### config.mk
export PLATFORM = sky130hd
export DESIGN_NAME = pal_ctrl
export DESIGN_NICKNAME = d
export VERILOG_FILES = /design/src/rtl/core/pal_pkg.sv /design/src/rtl/core/pal_ctrl.sv
export SDC_FILE = /design/constraint.sdc
export NUM_CORES = 1
export LEC_CHECK = 0
export ABC_AREA = 1
export BUFFER_PORTS_ARGS = -buffer_cell sky130_fd_sc_hd__buf_2
export CAP_MARGIN = 20
export CORE_AREA = 2 2 39 41
export DETAILED_ROUTE_END_ITERATION = 16
export DIE_AREA = 0 0 41 43
export PLACE_DENSITY = 0.61
export SYNTH_ARGS = -nofsm -noshare
export SYNTH_HDL_FRONTEND = slang
export SYNTH_SLANG_ARGS = --single-unit
### constraint.sdc
create_clock -name i_clk -period 1.25 [get_ports i_clk]
set_input_delay 0.0625 -clock i_clk [delete_from_list [all_inputs] [get_ports i_clk]]
set_output_delay 0.0625 -clock i_clk [all_outputs]
set_load 0.01 [all_outputs]
### src/rtl/core/pal_pkg.sv
// ----------------------------------------------------------------------------
// pal_pkg
// Shared types and constants for the positional array list.
// ----------------------------------------------------------------------------
package pal_pkg;

    localparam int DEPTH  = 128;
    localparam int AW     = $clog2(DEPTH);
    localparam int CNT_W  = 8;
    localparam int POS_W  = 8;
    localparam int DATA_W = 32;

    typedef enum logic [1:0] {
        CMD_INSERT = 2'd0,
        CMD_APPEND = 2'd1,
        CMD_DELETE = 2'd2,
        CMD_READ   = 2'd3
    } t_cmd;

    typedef enum logic [1:0] {
        ST_OK     = 2'd0,
        ST_BADPOS = 2'd1,
        ST_FULL   = 2'd2
    } t_status;

    typedef enum logic [1:0] {
        RD_IDX_M1,
        RD_IDX_P1,
        RD_POS
    } t_rd_sel;

    typedef enum logic [1:0] {
        WR_SHIFT,
        WR_VALUE,
        WR_APPEND
    } t_wr_sel;

    typedef struct packed {
        logic    load;
        logic    rd_en;
        t_rd_sel rd_sel;
        logic    wr_en;
        t_wr_sel wr_sel;
        logic    idx_load_cnt;
        logic    idx_load_pos;
        logic    idx_dec;
        logic    idx_inc;
        logic    cnt_inc;
        logic    cnt_dec;
        logic    cap_data;
        logic    finish;
        t_status status;
    } t_dp_cmd;

    typedef struct packed {
        t_cmd cmd;
        logic full;
        logic pos_gt_cnt;
        logic pos_ge_cnt;
        logic idx_gt_pos;
        logic idx_p1_lt_cnt;
    } t_dp_stat;

endpackage

### src/rtl/core/pal_ctrl.sv
// ----------------------------------------------------------------------------
// pal_ctrl
// Command sequencer: decode, shift loops and result timing.
// ----------------------------------------------------------------------------
module pal_ctrl import pal_pkg::*; (
    input  logic     i_clk,
    input  logic     i_rst_n,
    input  logic     i_start,
    input  t_dp_stat i_stat,
    output t_dp_cmd  o_ctl,
    output logic     o_busy
);

    typedef enum logic [2:0] {
        S_IDLE,
        S_DECODE,
        S_UP_RD,
        S_UP_WR,
        S_DEL_CAP,
        S_DN_RD,
        S_DN_WR,
        S_RD_CAP
    } t_state;

    t_state r_state;
    t_state n_state;
    logic   r_busy;
    logic   n_busy;
    logic   r_fin;
    logic   n_fin;

    always_comb begin
        o_ctl   = '0;
        o_ctl.status = ST_OK;
        o_ctl.rd_sel = RD_POS;
        o_ctl.wr_sel = WR_VALUE;
        n_state = r_state;
        n_fin   = 1'b0;
        case (r_state)
            S_IDLE: begin
                if (i_start && !r_busy) begin
                    o_ctl.load = 1'b1;
                    n_state    = S_DECODE;
                end
            end
            S_DECODE: begin
                case (i_stat.cmd)
                    CMD_INSERT: begin
                        if (i_stat.full) begin
                            o_ctl.finish = 1'b1;
                            o_ctl.status = ST_FULL;
                            n_state      = S_IDLE;
                        end else if (i_stat.pos_gt_cnt) begin
                            o_ctl.finish = 1'b1;
                            o_ctl.status = ST_BADPOS;
                            n_state      = S_IDLE;
                        end else begin
                            o_ctl.idx_load_cnt = 1'b1;
                            n_state            = S_UP_RD;
                        end
                    end
                    CMD_APPEND: begin
                        o_ctl.finish = 1'b1;
                        n_state      = S_IDLE;
                        if (i_stat.full) begin
                            o_ctl.status = ST_FULL;
                        end else begin
                            o_ctl.wr_en   = 1'b1;
                            o_ctl.wr_sel  = WR_APPEND;
                            o_ctl.cnt_inc = 1'b1;
                        end
                    end
                    CMD_DELETE: begin
                        if (i_stat.pos_ge_cnt) begin
                            o_ctl.finish = 1'b1;
                            o_ctl.status = ST_BADPOS;
                            n_state      = S_IDLE;
                        end else begin
                            o_ctl.rd_en        = 1'b1;
                            o_ctl.idx_load_pos = 1'b1;
                            n_state            = S_DEL_CAP;
                        end
                    end
                    default: begin
                        if (i_stat.pos_ge_cnt) begin
                            o_ctl.finish = 1'b1;
                            o_ctl.status = ST_BADPOS;
                            n_state      = S_IDLE;
                        end else begin
                            o_ctl.rd_en = 1'b1;
                            n_state     = S_RD_CAP;
                        end
                    end
                endcase
            end
            S_UP_RD: begin
                if (i_stat.idx_gt_pos) begin
                    o_ctl.rd_en  = 1'b1;
                    o_ctl.rd_sel = RD_IDX_M1;
                    n_state      = S_UP_WR;
                end else begin
                    o_ctl.wr_en   = 1'b1;
                    o_ctl.wr_sel  = WR_VALUE;
                    o_ctl.cnt_inc = 1'b1;
                    o_ctl.finish  = 1'b1;
                    n_state       = S_IDLE;
                end
            end
            S_UP_WR: begin
                o_ctl.wr_en   = 1'b1;
                o_ctl.wr_sel  = WR_SHIFT;
                o_ctl.idx_dec = 1'b1;
                n_state       = S_UP_RD;
            end
            S_DEL_CAP: begin
                o_ctl.cap_data = 1'b1;
                n_state        = S_DN_RD;
            end
            S_DN_RD: begin
                if (i_stat.idx_p1_lt_cnt) begin
                    o_ctl.rd_en  = 1'b1;
                    o_ctl.rd_sel = RD_IDX_P1;
                    n_state      = S_DN_WR;
                end else begin
                    o_ctl.cnt_dec = 1'b1;
                    o_ctl.finish  = 1'b1;
                    n_state       = S_IDLE;
                end
            end
            S_DN_WR: begin
                o_ctl.wr_en   = 1'b1;
                o_ctl.wr_sel  = WR_SHIFT;
                o_ctl.idx_inc = 1'b1;
                n_state       = S_DN_RD;
            end
            S_RD_CAP: begin
                o_ctl.cap_data = 1'b1;
                n_fin          = 1'b1;
                n_state        = S_IDLE;
            end
            default: begin
                n_state = S_IDLE;
            end
        endcase
        if (r_fin) begin
            o_ctl.finish = 1'b1;
        end
        n_busy = (n_state != S_IDLE) || n_fin;
    end

    always_ff @(posedge i_clk) begin
        if (!i_rst_n) begin
            r_state <= S_IDLE;
            r_busy  <= 1'b0;
            r_fin   <= 1'b0;
        end else begin
            r_state <= n_state;
            r_busy  <= n_busy;
            r_fin   <= n_fin;
        end
    end

    assign o_busy = r_busy;

endmodule

Word-level counts from Yosys, hierarchy flattened
Cells that the tools add are included.
{"block": "op_classes", "n_eq_ne": 9, "muxes": 44, "n_reduce_logical": 10}
{"operator": "2-to-1 mux 3 bit", "n": 12}
{"operator": "case mux 3 bit (7 select lines)", "n": 1}
{"operator": "2-to-1 mux 1 bit", "n": 18}
{"operator": "case mux 3 bit (3 select lines)", "n": 2}
{"operator": "== test 3 bit, second input constant", "n": 4}
{"operator": "2-to-1 mux 2 bit", "n": 6}
{"operator": "OR reduction 2 bit", "n": 4}
{"operator": "== test 3 x 2 -> 1 bit, second input constant", "n": 2}
{"operator": "case mux 1 bit (3 select lines)", "n": 2}
{"operator": "case mux 3 bit (2 select lines)", "n": 1}
{"operator": "case mux 2 bit (2 select lines)", "n": 1}
{"operator": "== test 3 x 1 -> 1 bit, second input constant", "n": 1}
{"operator": "logical NOT 3 bit", "n": 1}
{"operator": "nonzero test 3 bit", "n": 1}
{"operator": "== test 2 x 1 -> 1 bit, second input constant", "n": 1}
{"operator": "== test 2 bit, second input constant", "n": 1}
{"operator": "logical NOT 2 bit", "n": 1}
{"operator": "case mux 1 bit (2 select lines)", "n": 1}
{"operator": "logical AND 1 bit", "n": 1}
{"operator": "logical NOT 1 bit", "n": 1}
{"operator": "logical OR 1 bit", "n": 1}
{"block": "totals", "reg_bits": 5, "in_bits": 10, "wordCells": 66}

Logic depth before layout (Yosys ltp)
{"block": "logic_depth", "word_depth": 6, "ltp_mapped": 8, "ltp_nobuf": 7}

Least setup slack after synthesis
OpenSTA, ideal clock, no wires.
{"block": "synth_timing", "kind": "flip-flop to output port", "start": "reg r_state[1]", "end": "out o_ctl[15] in the netlist's numbering", "arrival_time_ns": 1.042, "required_ns": 1.188, "slack_ns": 0.146, "path_stages_with_launch": 7, "path_buffers": 1, "cell_sequence": "dfxtp_1 > buf_6 > inv_2 > nand4_1 > inv_1 > nor2_1 > nand2_1"}
{"element": "start, declared", "line_no": "pal_ctrl.sv:25", "rtl": "t_state r_state;"}
{"element": "start signal, assigned", "line_no": "pal_ctrl.sv:157", "rtl": "r_state <= n_state;"}
{"element": "end, declared", "line_no": "pal_ctrl.sv:10", "rtl": "output t_dp_cmd o_ctl,"}

==> results.md <==
Clock network:
- In this run, CTS created clock tree buffers numbering 3.
- The buffer levels on the longest clock path is 2.
- In this run the number of H-tree levels came out at 1.
- In this run the clock root is driven by a sky130_fd_sc_hd__clkbuf_4.
- TritonCTS built the clock tree.
- After clock tree synthesis, the clock-pin slew on the worst setup and hold paths is 0.04 ns.
- Hold repair after CTS inserted 0 buffers.
- The later pin in the worst-skew pair is clocked with a latency of 0.25 ns.
- CTS saw 5 sinks.

Critical path:
- The critical path contains buffers and inverters numbering 2 combined.
- The startpoint identified for the worst register-to-register timing path is r_state[1].
- The data required time at the worst endpoint is 1.19 ns.
- The endpoint arrival time on the critical path is 1.26 ns.
- The maximum fanout along the worst path is 7.
- For this design, the slowest cell found on the critical path is sky130_fd_sc_hd__dfxtp_4.
- Traced cell by cell, the critical path runs through inv_6 -> nor4_4 -> nor2_1 -> nand3b_1 -> buf_2.
- The family of cells with the greatest summed delay on the critical path is simple AND/OR/NAND/NOR gates.
- In this run the critical register-to-register path is captured at o_busy.
- The register-to-register setup slack is 0.08 ns.
- The path depth of the worst reg2reg path is 8.
- STA classifies the critical path endpoint as an output port.
- The worst setup path is launched from a flop.
- The critical setup path kind is reg2out.
- For this run, the slowest stage of the critical path takes 0.39 ns.

Detailed routing:
- Once detail routing completed, the nets flagged for antenna violations numbered 0.
- The violation count after the first detailed-route iteration is 9.
- The total DRC errors in the routed layout is 0.
- The total wire length is 1395 um.
- In the routed layout, each cell is associated on average with a via count of 4.976.
- The first TritonRoute pass finished after 4 iterations.
- The routed layout has 612 vias.
- The routed wirelength normalized by instance count is 11.34 um.

Yosys:
- The post-synthesis instance total is 70.
- Dividing the synthesized area by the synthesized cell count gives 6.202 um2.
- The adder-cell area share of the yosys netlist is 0%.
- The area share of xor/xnor cells in the synthesized design is 0%.
- The synthesized design devotes to its leading area cell type 23.05% of total area.
- By count the netlist is led by 13 x sky130_fd_sc_hd__nor2_1, 11 x sky130_fd_sc_hd__nand2_1, 9 x sky130_fd_sc_hd__inv_1, 5 x sky130_fd_sc_hd__dfxtp_1.
- Sequential elements use 23.05% of the synthesized area.
- The multiplexer fraction of the synthesized cell area is 0%.
- The synthesized netlist devotes 12.39% of its cell area to compound gates.
- The fraction of registers with async set or reset after synthesis is 0%.
- The post-synthesis instance area is 434.2 um2.
- The largest family of logic cells by synthesized area is simple AND/OR/NAND/NOR gates.
- After synthesis, the cell types taking the most area are sky130_fd_sc_hd__dfxtp_1 23%, sky130_fd_sc_hd__nor2_1 11%, sky130_fd_sc_hd__nand2_1 9.5%.
- The total of flip-flops plus latches after synthesis is 5.
- Among all flip-flop cells after synthesis, the most frequent one is sky130_fd_sc_hd__dfxtp_1.
- In this run, synthesis inferred 0 flip-flops with an integrated enable.
- Counting every net in the synthesized netlist gives 80.
- The number of distinct library cells after synthesis is 20.
- Of the total synthesized cell area, the portion taken by AND, OR, NAND and NOR gates is 51.59%.
- The yosys synthesis warning count is 0.
- Summed over all instances, the cell type with the most area after synthesis is sky130_fd_sc_hd__dfxtp_1.
- The most frequent cell after synthesis is sky130_fd_sc_hd__nor2_1.

Power and ir drop:
- The share of total power dissipated in the clock network is 33.1%.
- For this design the static power due to leakage is 0.4156 nW.
- The power density of the placed cells is 787.4 nW/um2.
- Internal power comes to 0.0003782 W.
- The final total power is 0.0005852 W.
- The switching power share of the total is 35.38%.
- Of the total power, combinational logic draws 33.7%.
- The sequential fraction of design power is 33.2%.
- The highest ir drop seen on vdd is 0.4536 mV.
- In this run the power spent charging and discharging nets is 0.0002071 W.

Placed design:
- The weighted congestion reported at the end of routability-driven placement is 0.7631.
- Buffers placed on the I/O ports in this run total 27.
- Once detailed placement completed, the half-perimeter wirelength came to 1036 um.
- Before CTS, the worst setup slack after placement is 0.05956 ns.
- Including well taps, the total number of placed cells is 113.
- After detailed placement, the total cell area comes to 585.6 um2.

Timing:
- The final clock period utilization by the worst path is 106.2%.
- The final clock skew is 0.006164 ns.
- Setup repair after global routing could not meet its margin everywhere.
- The final count of pins violating max slew is 0.
- The max-slew headroom at the worst pin is 84.46%.
- The worst setup margin is -0.07712 ns.
- Setup violations remaining at the end of the flow were counted as 5.
- The post-route worst hold slack is 0.05046 ns.
- The highest attainable clock frequency is 753.5 MHz.
- The time the final worst path needs with I/O delays and setup is 1.327 ns.
- For the pin with the worst max-slew slack, the measured transition is 0.2314 ns.
- The number of failing hold endpoints at the final stage is 0.

Run:
- The max-cap violation count is 0.

Floorplanning:
- The overall die area is 1763 um2.
- The number of rows created at floorplan is 14.
- The initial utilization of the core area, before any placement, comes to 31.37%.
- The I/O pin count is 28.
- The die is 41 um wide.
- The vertical die dimension is 43 um.
- The core area is 1384 um2.

Worst hold path:
- The critical hold path startpoint is i_rst_n.
- Along the worst hold path, the cell count comes to 3.
- The path class of the tightest hold or removal check is in2reg.
- The worst-case hold path end point is r_state[0].

Cells and area:
- Cells with a size suffix above 1 make up 57.01% of the layout.
- Counting the fill cells in the layout gives 139.
- From synthesis to final layout, the design area changed by 71.18%.
- The number of nets in the layout is 118.
- Once layout is complete, the cells apart from fillers number 123.
- The post-route cell area is 743.2 um2.
- The repair_antennas step left the layout with diodes totalling 0.

Run status:
- The flow ran to the end, but the final reports show violations.
- The checks that failed: setup timing.

Global routing:
- The first global-routing pass estimated 1856 um of wire.
- The global-route congestion overflow total is 0.
- The via count of the first global-routing pass is 471.
- For this run, the total global-route usage over all layers was measured as 15.90%.
- The number of antenna violations at the first check in global routing is 0.
- Entering global routing, the biggest net connects 8 pins.
## cells by family after synthesis
group           after synthesis
buf+inv                      13
compound gates                9
flops                         5
simple gates                 43
## metal layers
layer,GRT usage (%),wire (um)
met3,4.712,106
met2,26.25,708
met4,8.000,25
met1,17.15,554
met5,0,0
## worst max path at each step
stage               cells past startpoint   endpoint       start  slack, ns
floorplan                               6  o_ctl[15]  r_state[1]       0.15
global placement                        5   o_ctl[2]  r_state[1]       0.04
detailed placement                      5   o_ctl[2]  r_state[1]       0.06
CTS                                     5   o_ctl[2]  r_state[1]      -0.11
global route                            5   o_ctl[8]  r_state[1]      -0.15
finish                                  5   o_ctl[2]  r_state[0]      -0.08
## worst register-to-register path: cells and delay by family, from the launching register on
kind                   cells  cell delay, ns
and+or+nand+nor            5            0.38
buffers and inverters      2            0.21
DFF                        1            0.37
AOI/OAI and AO/OA          1            0.11
## cell type report
type	count	area [um2]	area share [%]
repair buffers	34	191.4	25.76
clock buffers	4	26.28	3.535
flip-flops and latches	5	111.4	14.98
inverters	12	57.56	7.744
well taps	16	20.02	2.694
multi-input cells	52	336.6	45.29
## timing repair
action | CTS | global route
setup endpoints to repair | 12 | 13
resized for setup | 17 | 11
pin swaps | 3 | 5
setup buffers | 2 | 4
## registers in the layout, indices dropped and copies added, names as in the netlist
name	flops
r_fin	1
o_busy	1
r_state	3
## power groups by stage
stage | combinational, W | sequential [W] | clock, W
final | 0.000197 | 0.000194 | 0.000194
after global routing | 0.000216 | 0.000196 | 0.000213
after CTS | 0.000174 | 0.000189 | 0.000200
after detailed placement | 0.000158 | 0.000189 | 0
after global placement | 0.000158 | 0.000189 | 0
after floorplan | 0.0000961 | 0.000189 | 0
## cell usage in the layout (no fill, tap or decap), drive strengths merged
cell type	count
nor4	1
nand4	3
inv	12
o21ai	5
buf	34
nand3b	3
nand2	11
clkbuf	4
dfxtp	5
o211ai	1
nand3	5
a21oi	1
a31oi	2
nor2	17
nor3	3
## metrics by stage
stage                     setup TNS (ns)  utilization (%)
final                            -0.1638            53.71
after global routing             -0.8560            53.71
after detailed placement               0            42.31
after CTS                        -0.3055            48.82
after global placement                 0            42.31
after floorplan                        0                -
Note: power is estimated with default switching activity, not from simulation.
